===== config.mk =====
export PLATFORM = sky130hd
export DESIGN_NAME = sensor_stream_frame_parser_core
export DESIGN_NICKNAME = d
export VERILOG_FILES = /design/src/rtl/core/ssfp_pkg.sv /design/src/rtl/core/sensor_stream_frame_parser_core.sv
export SDC_FILE = /design/constraint.sdc
export NUM_CORES = 1
export LEC_CHECK = 0
export ABC_CLOCK_PERIOD_IN_PS = 2600
export BUFFER_PORTS_ARGS = -buffer_cell sky130_fd_sc_hd__buf_2
export CAP_MARGIN = 20
export CORE_ASPECT_RATIO = 0.8
export CORE_MARGIN = 10
export CORE_UTILIZATION = 45
export CTS_CLUSTER_SIZE = 30
export DETAILED_ROUTE_END_ITERATION = 7
export GPL_ROUTABILITY_DRIVEN = 0
export PLACE_DENSITY = 0.77
export SETUP_SLACK_MARGIN = 0.1
export SLEW_MARGIN = 25
export SYNTH_ARGS = -nofsm -noshare
export SYNTH_HDL_FRONTEND = slang
export SYNTH_SLANG_ARGS = --single-unit

===== constraint.sdc =====
create_clock -name clk -period 2.6 [get_ports clk]
set_clock_uncertainty 0.2 [all_clocks]
set_input_delay 0.39 -clock clk [delete_from_list [all_inputs] [get_ports clk]]
set_output_delay 0.39 -clock clk [all_outputs]
set_load 0.05 [all_outputs]

===== src/rtl/core/ssfp_pkg.sv =====
package ssfp_pkg;

	localparam int unsigned BYTE_W      = 8;
	localparam int unsigned KIND_W      = 2;
	localparam int unsigned OUT_DATA_W  = 24;
	localparam int unsigned APB_ADDR_W  = 3;
	localparam int unsigned APB_DATA_W  = 32;

	localparam logic [BYTE_W-1:0] HEADER_BYTE      = 8'd19;
	localparam logic [BYTE_W-1:0] STORE_LIMIT_RST  = 8'd255;
	localparam logic [BYTE_W-1:0] INDEX_NEVER      = 8'd255;

	localparam logic [KIND_W-1:0] KIND_NONE     = 2'd0;
	localparam logic [KIND_W-1:0] KIND_PAYLOAD  = 2'd1;
	localparam logic [KIND_W-1:0] KIND_SUM_GOOD = 2'd2;
	localparam logic [KIND_W-1:0] KIND_SUM_BAD  = 2'd3;

	// register word index, taken from paddr[2]
	localparam logic REG_STORE_LIMIT = 1'b0;

	typedef struct packed {
		logic [KIND_W-1:0] kind;
		logic              within_limit;
		logic [BYTE_W-1:0] byte_index;
		logic [BYTE_W-1:0] payload_byte;
	} ssfp_result_t;

endpackage


===== src/rtl/core/sensor_stream_frame_parser_core.sv =====
// channel   | dir | handshake                      | payload
// ----------+-----+--------------------------------+--------------------------------------
// s_axis    | in  | s_axis_tvalid / s_axis_tready  | tdata[7:0] rx_byte
// m_axis    | out | m_axis_tvalid / m_axis_tready  | tdata: payload_byte, byte_index,
//           |     |                                |   within_limit; tuser: kind
// apb       | in  | psel / penable / pready        | store_limit at byte address 0
//
// one item per cycle sustained while m_axis_tready holds; each item gives exactly one result item
// registered path: input register, then parse logic into the result register
// arst_n clears the parser to header hunt and store_limit to 255
// a stalled result holds; the input register takes items while it is empty or the
// result register is free or being emptied in the same cycle
module sensor_stream_frame_parser_core (
	input  logic                                 clk,
	input  logic                                 arst_n,
	input  logic                                 s_axis_tvalid,
	output logic                                 s_axis_tready,
	input  logic [ssfp_pkg::BYTE_W-1:0]          s_axis_tdata,  // [7:0] rx_byte
	output logic                                 m_axis_tvalid,
	input  logic                                 m_axis_tready,
	// [7:0] payload_byte, [15:8] byte_index, [16] within_limit, [23:17] zero
	output logic [ssfp_pkg::OUT_DATA_W-1:0]      m_axis_tdata,
	output logic [ssfp_pkg::KIND_W-1:0]          m_axis_tuser,  // [1:0] kind
	input  logic                                 psel,
	input  logic                                 penable,
	input  logic                                 pwrite,
	input  logic [ssfp_pkg::APB_ADDR_W-1:0]      paddr,
	input  logic [ssfp_pkg::APB_DATA_W-1:0]      pwdata,
	output logic [ssfp_pkg::APB_DATA_W-1:0]      prdata,
	output logic                                 pready
);
	import ssfp_pkg::*;

	localparam logic [1:0] PH_IDLE = 2'd0;
	localparam logic [1:0] PH_LEN  = 2'd1;
	localparam logic [1:0] PH_DATA = 2'd2;
	localparam logic [1:0] PH_SUM  = 2'd3;

	logic [BYTE_W-1:0] store_limit_q;
	logic [1:0]        phase_q;
	logic [BYTE_W-1:0] frame_len_q;
	logic [BYTE_W-1:0] seen_q;
	logic [BYTE_W-1:0] sum_q;

	logic              valid_s1;
	logic [BYTE_W-1:0] byte_s1;
	logic              valid_s2;
	ssfp_result_t      res_s2;

	logic              adv_s1;
	logic [1:0]        phase_d;
	logic [BYTE_W-1:0] frame_len_d;
	logic [BYTE_W-1:0] seen_d;
	logic [BYTE_W-1:0] sum_d;
	logic [BYTE_W-1:0] seen_inc;
	logic [BYTE_W-1:0] sum_add;
	ssfp_result_t      res_d;
	logic              cfg_wr;

	// apb
	assign pready = 1'b1;
	assign cfg_wr = psel && penable && pwrite && pready;
	assign prdata = (paddr[2] == REG_STORE_LIMIT)
		? {{(APB_DATA_W-BYTE_W){1'b0}}, store_limit_q} : '0;

	always_ff @(posedge clk or negedge arst_n) begin
		if (!arst_n) begin
			store_limit_q <= STORE_LIMIT_RST;
		end else if (cfg_wr && paddr[2] == REG_STORE_LIMIT) begin
			store_limit_q <= pwdata[BYTE_W-1:0];
		end
	end

	// handshake
	assign adv_s1        = valid_s1 && (!valid_s2 || m_axis_tready);
	assign s_axis_tready = !valid_s1 || adv_s1;

	always_ff @(posedge clk or negedge arst_n) begin
		if (!arst_n) begin
			valid_s1 <= 1'b0;
		end else if (s_axis_tready) begin
			valid_s1 <= s_axis_tvalid;
		end
	end

	always_ff @(posedge clk) begin
		if (s_axis_tready && s_axis_tvalid) begin
			byte_s1 <= s_axis_tdata;
		end
	end

	// parse
	assign seen_inc = seen_q + 8'd1;
	assign sum_add  = sum_q + byte_s1;

	always_comb begin
		phase_d     = phase_q;
		frame_len_d = frame_len_q;
		seen_d      = seen_q;
		sum_d       = sum_q;
		res_d       = '0;
		res_d.kind  = KIND_NONE;
		unique case (phase_q)
			PH_IDLE: begin
				if (byte_s1 == HEADER_BYTE) begin
					phase_d = PH_LEN;
				end
			end
			PH_LEN: begin
				frame_len_d = byte_s1;
				sum_d       = byte_s1;
				seen_d      = '0;
				phase_d     = (byte_s1 == '0) ? PH_SUM : PH_DATA;
			end
			PH_DATA: begin
				sum_d              = sum_add;
				res_d.kind         = KIND_PAYLOAD;
				res_d.payload_byte = byte_s1;
				res_d.byte_index   = seen_q;
				res_d.within_limit = seen_q < store_limit_q;
				seen_d             = seen_inc;
				if (seen_inc >= frame_len_q) begin
					phase_d = PH_SUM;
				end
			end
			PH_SUM: begin
				sum_d      = sum_add;
				res_d.kind = (sum_add == '0) ? KIND_SUM_GOOD : KIND_SUM_BAD;
				phase_d    = PH_IDLE;
			end
			default: begin
				phase_d = PH_IDLE;
			end
		endcase
	end

	always_ff @(posedge clk or negedge arst_n) begin
		if (!arst_n) begin
			phase_q     <= PH_IDLE;
			frame_len_q <= '0;
			seen_q      <= '0;
			sum_q       <= '0;
		end else if (adv_s1) begin
			phase_q     <= phase_d;
			frame_len_q <= frame_len_d;
			seen_q      <= seen_d;
			sum_q       <= sum_d;
		end
	end

	// result register
	always_ff @(posedge clk or negedge arst_n) begin
		if (!arst_n) begin
			valid_s2 <= 1'b0;
		end else if (!valid_s2 || m_axis_tready) begin
			valid_s2 <= valid_s1;
		end
	end

	always_ff @(posedge clk) begin
		if (adv_s1) begin
			res_s2 <= res_d;
		end
	end

	assign m_axis_tvalid = valid_s2;
	assign m_axis_tuser  = res_s2.kind;
	assign m_axis_tdata  = {{(OUT_DATA_W-2*BYTE_W-1){1'b0}}, res_s2.within_limit,
		res_s2.byte_index, res_s2.payload_byte};

endmodule


Yosys cells after proc, flatten, opt, wreduce, memory -nomap -nowiden --
Index checks and enable logic that the tools add are counted.
Storage, ports and cells: logic and storage cells 51, output and inout bits 61, flip-flop bits (word level) 63
Cells by class: muxes and demuxes 9, eq/ne operators 6, reductions and logical operators 19, order comparisons 2, bitwise gates (word level) 1, $add $sub $neg 2
Operators by type and width (number):
- $pmux 8 s2 | 2
- $logic_not 8->1 | 2
- $add 8x1->8 const B | 1
- $add 8x8->8 | 1
- $eq 8x5->1 const B | 1
- $ge 8x8->1 | 1
- $lt 8x8->1 | 1
- $mux 8 | 1
- $pmux 2 s4 | 1
- $reduce_and 2->1 | 3
- $logic_and 1x1->1 | 5
- $eq 2x2->1 const B | 2
- $mux 2 | 2
- $ne 2x2->1 const B | 2
- $pmux 2 s2 | 1
- $reduce_bool 2->1 | 2
- $reduce_and 3->1 | 1
- $eq 2x1->1 const B | 1
- $logic_not 1->1 | 2
- $logic_not 2->1 | 1
- $logic_or 1x1->1 | 2
- $mux 1 | 2
- $reduce_or 2->1 | 1
- $not 1->1 | 1

Longest topological paths before layout --
depth in word-level cells 5, mapped depth 10

Least setup slack after synthesis --
No wires, ideal clock.
kind register -> register, start register seen_q[0], end register phase_q[1], arrival time 2.122 ns, period minus slack after synthesis 2.449 ns, cell stages (with the launch flop) 11, setup time 0.127 ns, path slack 0.151 ns, required time 2.273 ns, buffers on the path 0, cells stage by stage dfrtp_1 -> and3_1 -> nand3_1 -> xnor2_1 -> ha_1 -> a21o_1 -> a21o_1 -> a21oi_1 -> o31a_1 -> nor2_1 -> mux2_1
Between the ends: word-level cells in the longest chain between the ends 4
Ends and longest elaborated chain:
- start, declared | RTL line sensor_stream_frame_parser_core.sv:42 | logic [BYTE_W-1:0] seen_q;
- start signal, assigned | RTL line sensor_stream_frame_parser_core.sv:146 | seen_q <= seen_d;
- $add 8x1->8 | RTL line sensor_stream_frame_parser_core.sv:93 | assign seen_inc = seen_q + 8'd1;
- $ge 8x8->1 | RTL line sensor_stream_frame_parser_core.sv:122 | if (seen_inc >= frame_len_q) begin
- $ne 2x2->1 (no source line)
- $reduce_and 3->1 (no source line)
- end signal, assigned | RTL line sensor_stream_frame_parser_core.sv:144 | phase_q <= phase_d;
- end, declared | RTL line sensor_stream_frame_parser_core.sv:40 | logic [1:0] phase_q;
No other way between the ends. A chain may end at the register's enable or synchronous reset.

Worst setup path in the final report --
Same ends and word-level chain as after synthesis.

==> key figures <==
Clocking
  • Worst-Skew Late Latency: between 0.3 and 0.4 ns
  • CTS Sinks: 63
  • Clock buffer depth: 2
  • Worst-path clk slew: 0.07 ns
  • CTS tree: yes
  • Root Buffer: clkbuf_8
  • CTS Buf Count: 9
  • H-tree depth reported by CTS: 3

Cells and area
  • Area added between synthesis and finish: 19.0%
  • Commonest non-fill, non-tap cell in the layout: buf_2
  • Nets: 485
  • Share of cells above drive strength 1: around a third
  • Filler instances: 682
  • Design area: ~4300 µm²
  • Most frequent cells in the layout: buf_2, conb_1, ha_1
  • Multi-input logic area: approximately 1800 µm²
  • Antenna cell count: 0
  • Final core occ: 54.8%
  • Register area: 1720 µm²
  • Post-route insts no fill: slightly above 500

Power and ir drop
  • Clock power frac: about 18%
  • Int Power: between 2 and 2.5 mW
  • PwrDens: between 900 and 1000 nW/µm²
  • Comb pwr share: a little under half
  • Sw frac: a little over two fifths
  • Sw power: roughly 1.7 mW
  • Leak Pwr: ~2.0 nW
  • Flop pwr share: between 30% and 40%
  • Worst IR Drop VDD: between 0.4 and 0.5 mV

Placed design
  • IO Port Bufs: 52
  • Pre-CTS setup slack: -0.0686 ns
  • Dpl cells: ~500
  • DP Area: 3940 µm²
  • Hpwl dp: 5730 µm

Timing
  • WHS: approximately 0.028 ns
  • Final Max Slew Viols: 0
  • Setup-failing EPs final: 0
  • RSZ-0062 raised after global routing: yes
  • Hold Fails Final Rpt: 0
  • Max Freq: 390 MHz
  • Slew @ Worst Pin: 0.877 ns
  • Fin crit share: 98.6%
  • Final min period: between 2 and 3 ns
  • Worst Slack Setup Final: ~0.036 ns
  • Slew HR: 41.5%

Setup path
  • Type of destination of the critical path: register
  • R2r setup slk: roughly 0.036 ns
  • CP Max Fanout: 4
  • WS Path Type: register to register
  • Req. time, crit path: about 2.6 ns
  • WP data arrival: 2.60 ns
  • Startpoint types: register

Synth
  • Post-synth EDFFs: 27
  • Yosys synthesis warning count: 0
  • Synth cell types: 51
  • Post-synthesis sequential area ratio: between 40% and 50%
  • Syn Std Cell Area: between 3000 and 4000 µm²
  • FFs w/ async S/R, synth: approximately 57%
  • Synthesized area per cell: 11.0 µm²
  • Cell count after synthesis: 330
  • #FFs+latches synth: between 60 and 70
  • Post-synth top flop: dfrtp_1

Drt
  • Final ANT Viol Nets: 0
  • WL final: 7650 µm
  • Wire per inst: approximately 15 µm
  • # DRC: 0
  • DR iter-0 viols: about 150
  • Average via count per standard cell: 4.83
  • Vias: about 2500
  • TritonRoute pass-1 iters: 4

Global routing
  • Largest net degree at the start of global routing: 37
  • Initial antenna violation count: 0
  • All-layer global routing usage: about an eighth
  • First-pass GRT wire length: ~12000 µm
  • Vias in the first global route: 2630
  • Grt ovf: 0

Die
  • Io pins: about 110
  • Die ar.: between 10000 and 15000 µm²
  • Starting density of the core: ~46%
  • Cell row count: 29
  • Die Y: approximately 100 µm
  • Core area: 7870 µm²
  • Die span in x: ~120 µm

Min path
  • Tightest Hold Check Type: primary input to register

Outcome
  • Status: finished clean

Run
  • Max-cap violations: 0
==> per-stage QoR <==
stage / TNS [ns] / power [mW]
6_report: 0 / 4.16
5_1_grt: -0.0628 / 4.46
4_1_cts: 0 / 4.14
3_5_place_dp: -0.0686 / 3.32
3_3_place_gp: 0 / 3.23
2_1_floorplan: 0 / 2.93
==> power groups by stage <==
stage	clock network (mW)	registers [mW]	logic, mW
finish	0.741	1.49	1.93
detailed placement	0	1.50	1.82
CTS	0.772	1.48	1.89
floorplan	0	1.62	1.31
global placement	0	1.48	1.74
global route	0.810	1.52	2.13
==> worst max-delay path: stages, from the launching register on <==
cell     delay [ns]
dfrtp_1        0.43
and3_4         0.22
nand3_4        0.11
xnor2_2        0.16
ha_1           0.30
a21o_1         0.16
a21o_1         0.16
a21oi_2        0.13
o31a_1         0.20
nor2_1         0.08
mux2_1         0.30
==> final timing paths <==
| path | from | end | depth (start not counted) |
|---|---|---|---|
| max | seen_q[0] | phase_q[1] | 10 |
| min | s_axis_tdata[2] | byte_s1[2] | 1 |
| max reg2reg | seen_q[0] | phase_q[1] | 10 |
| min reg2reg | valid_s1 | m_axis_tvalid | 1 |
| max in group asynchronous | arst_n | seen_q[1] | 2 |
| min in group asynchronous | arst_n | sum_q[7] | 2 |
==> kinds of logic after synthesis <==
kind of cell	Yosys count	synth area share [%]
and+or+nand+nor	89	12.5
DFF	63	47.5
buffers and inverters	61	9.73
AOI/OAI and AO/OA	48	9.11
adders and majority gates	30	10.6
muxes	25	7.52
xor gates and xnor gates	12	2.90
other	2	0.207
==> per-layer routing <==
| metal | share of wire (%) | vias up | global-route usage (%) |
|---|---|---|---|
| met2 | 49 | 86 | 21.0 |
| met3 | 7.2 | 13 | 4.82 |
| met4 | 1.8 | 0 | 5.56 |
| li1 | - | 1218 | - |
| met1 | 42 | 1184 | 14.4 |
| met5 | 0 | - | 0 |
==> state kept, by name, summed over array words and instances, names as in the netlist <==
name,count
seen_q,8
phase_q,2
m_axis_tvalid,1
m_axis_tdata,17
m_axis_tuser,2
frame_len_q,8
valid_s1,1
byte_s1,8
store_limit_q,8
sum_q,8
==> synth_stat cells, types with 4 or more instances <==
cell type  instances  share of area [%]
a21o_1             6                1.2
nand2_1           24                2.5
dfstp_2            8                5.8
xor2_1             7                1.7
clkbuf_1           8               0.83
edfxtp_1          27                 22
dfrtp_1           28                 19
o21ai_1           11                1.5
nor2_1            20                2.1
inv_1             18                1.9
nand2b_1           7                1.2
buf_4             32                6.6
a31oi_1            4               0.69
xnor2_1            5                1.2
nand3_1            5               0.69
mux2_2            16                5.0
a21oi_1           11                1.5
and2_1            17                2.9
ha_1              29                 10
mux2i_1            7                1.9
==> area by class of cell <==
class                           count  area share (%)
Multi-Input combinational cell    236            40.7
Sequential cell                    63            39.9
Timing Repair Buffer               77            10.7
Tap cell                          108            3.13
Clock buffer                        9            2.87
Inverter                           18            1.56
Clock inverter                      7            1.13
==> timing repair <==
item                                    CTS  global route
hold buffers                              2             4
endpoints found under the setup margin    3             4
gates resized for setup                  10             8
hold endpoints to repair                 29             4
pin swaps                                13             4
setup buffers                             6             1
Note: power is estimated with default switching activity, not from simulation.
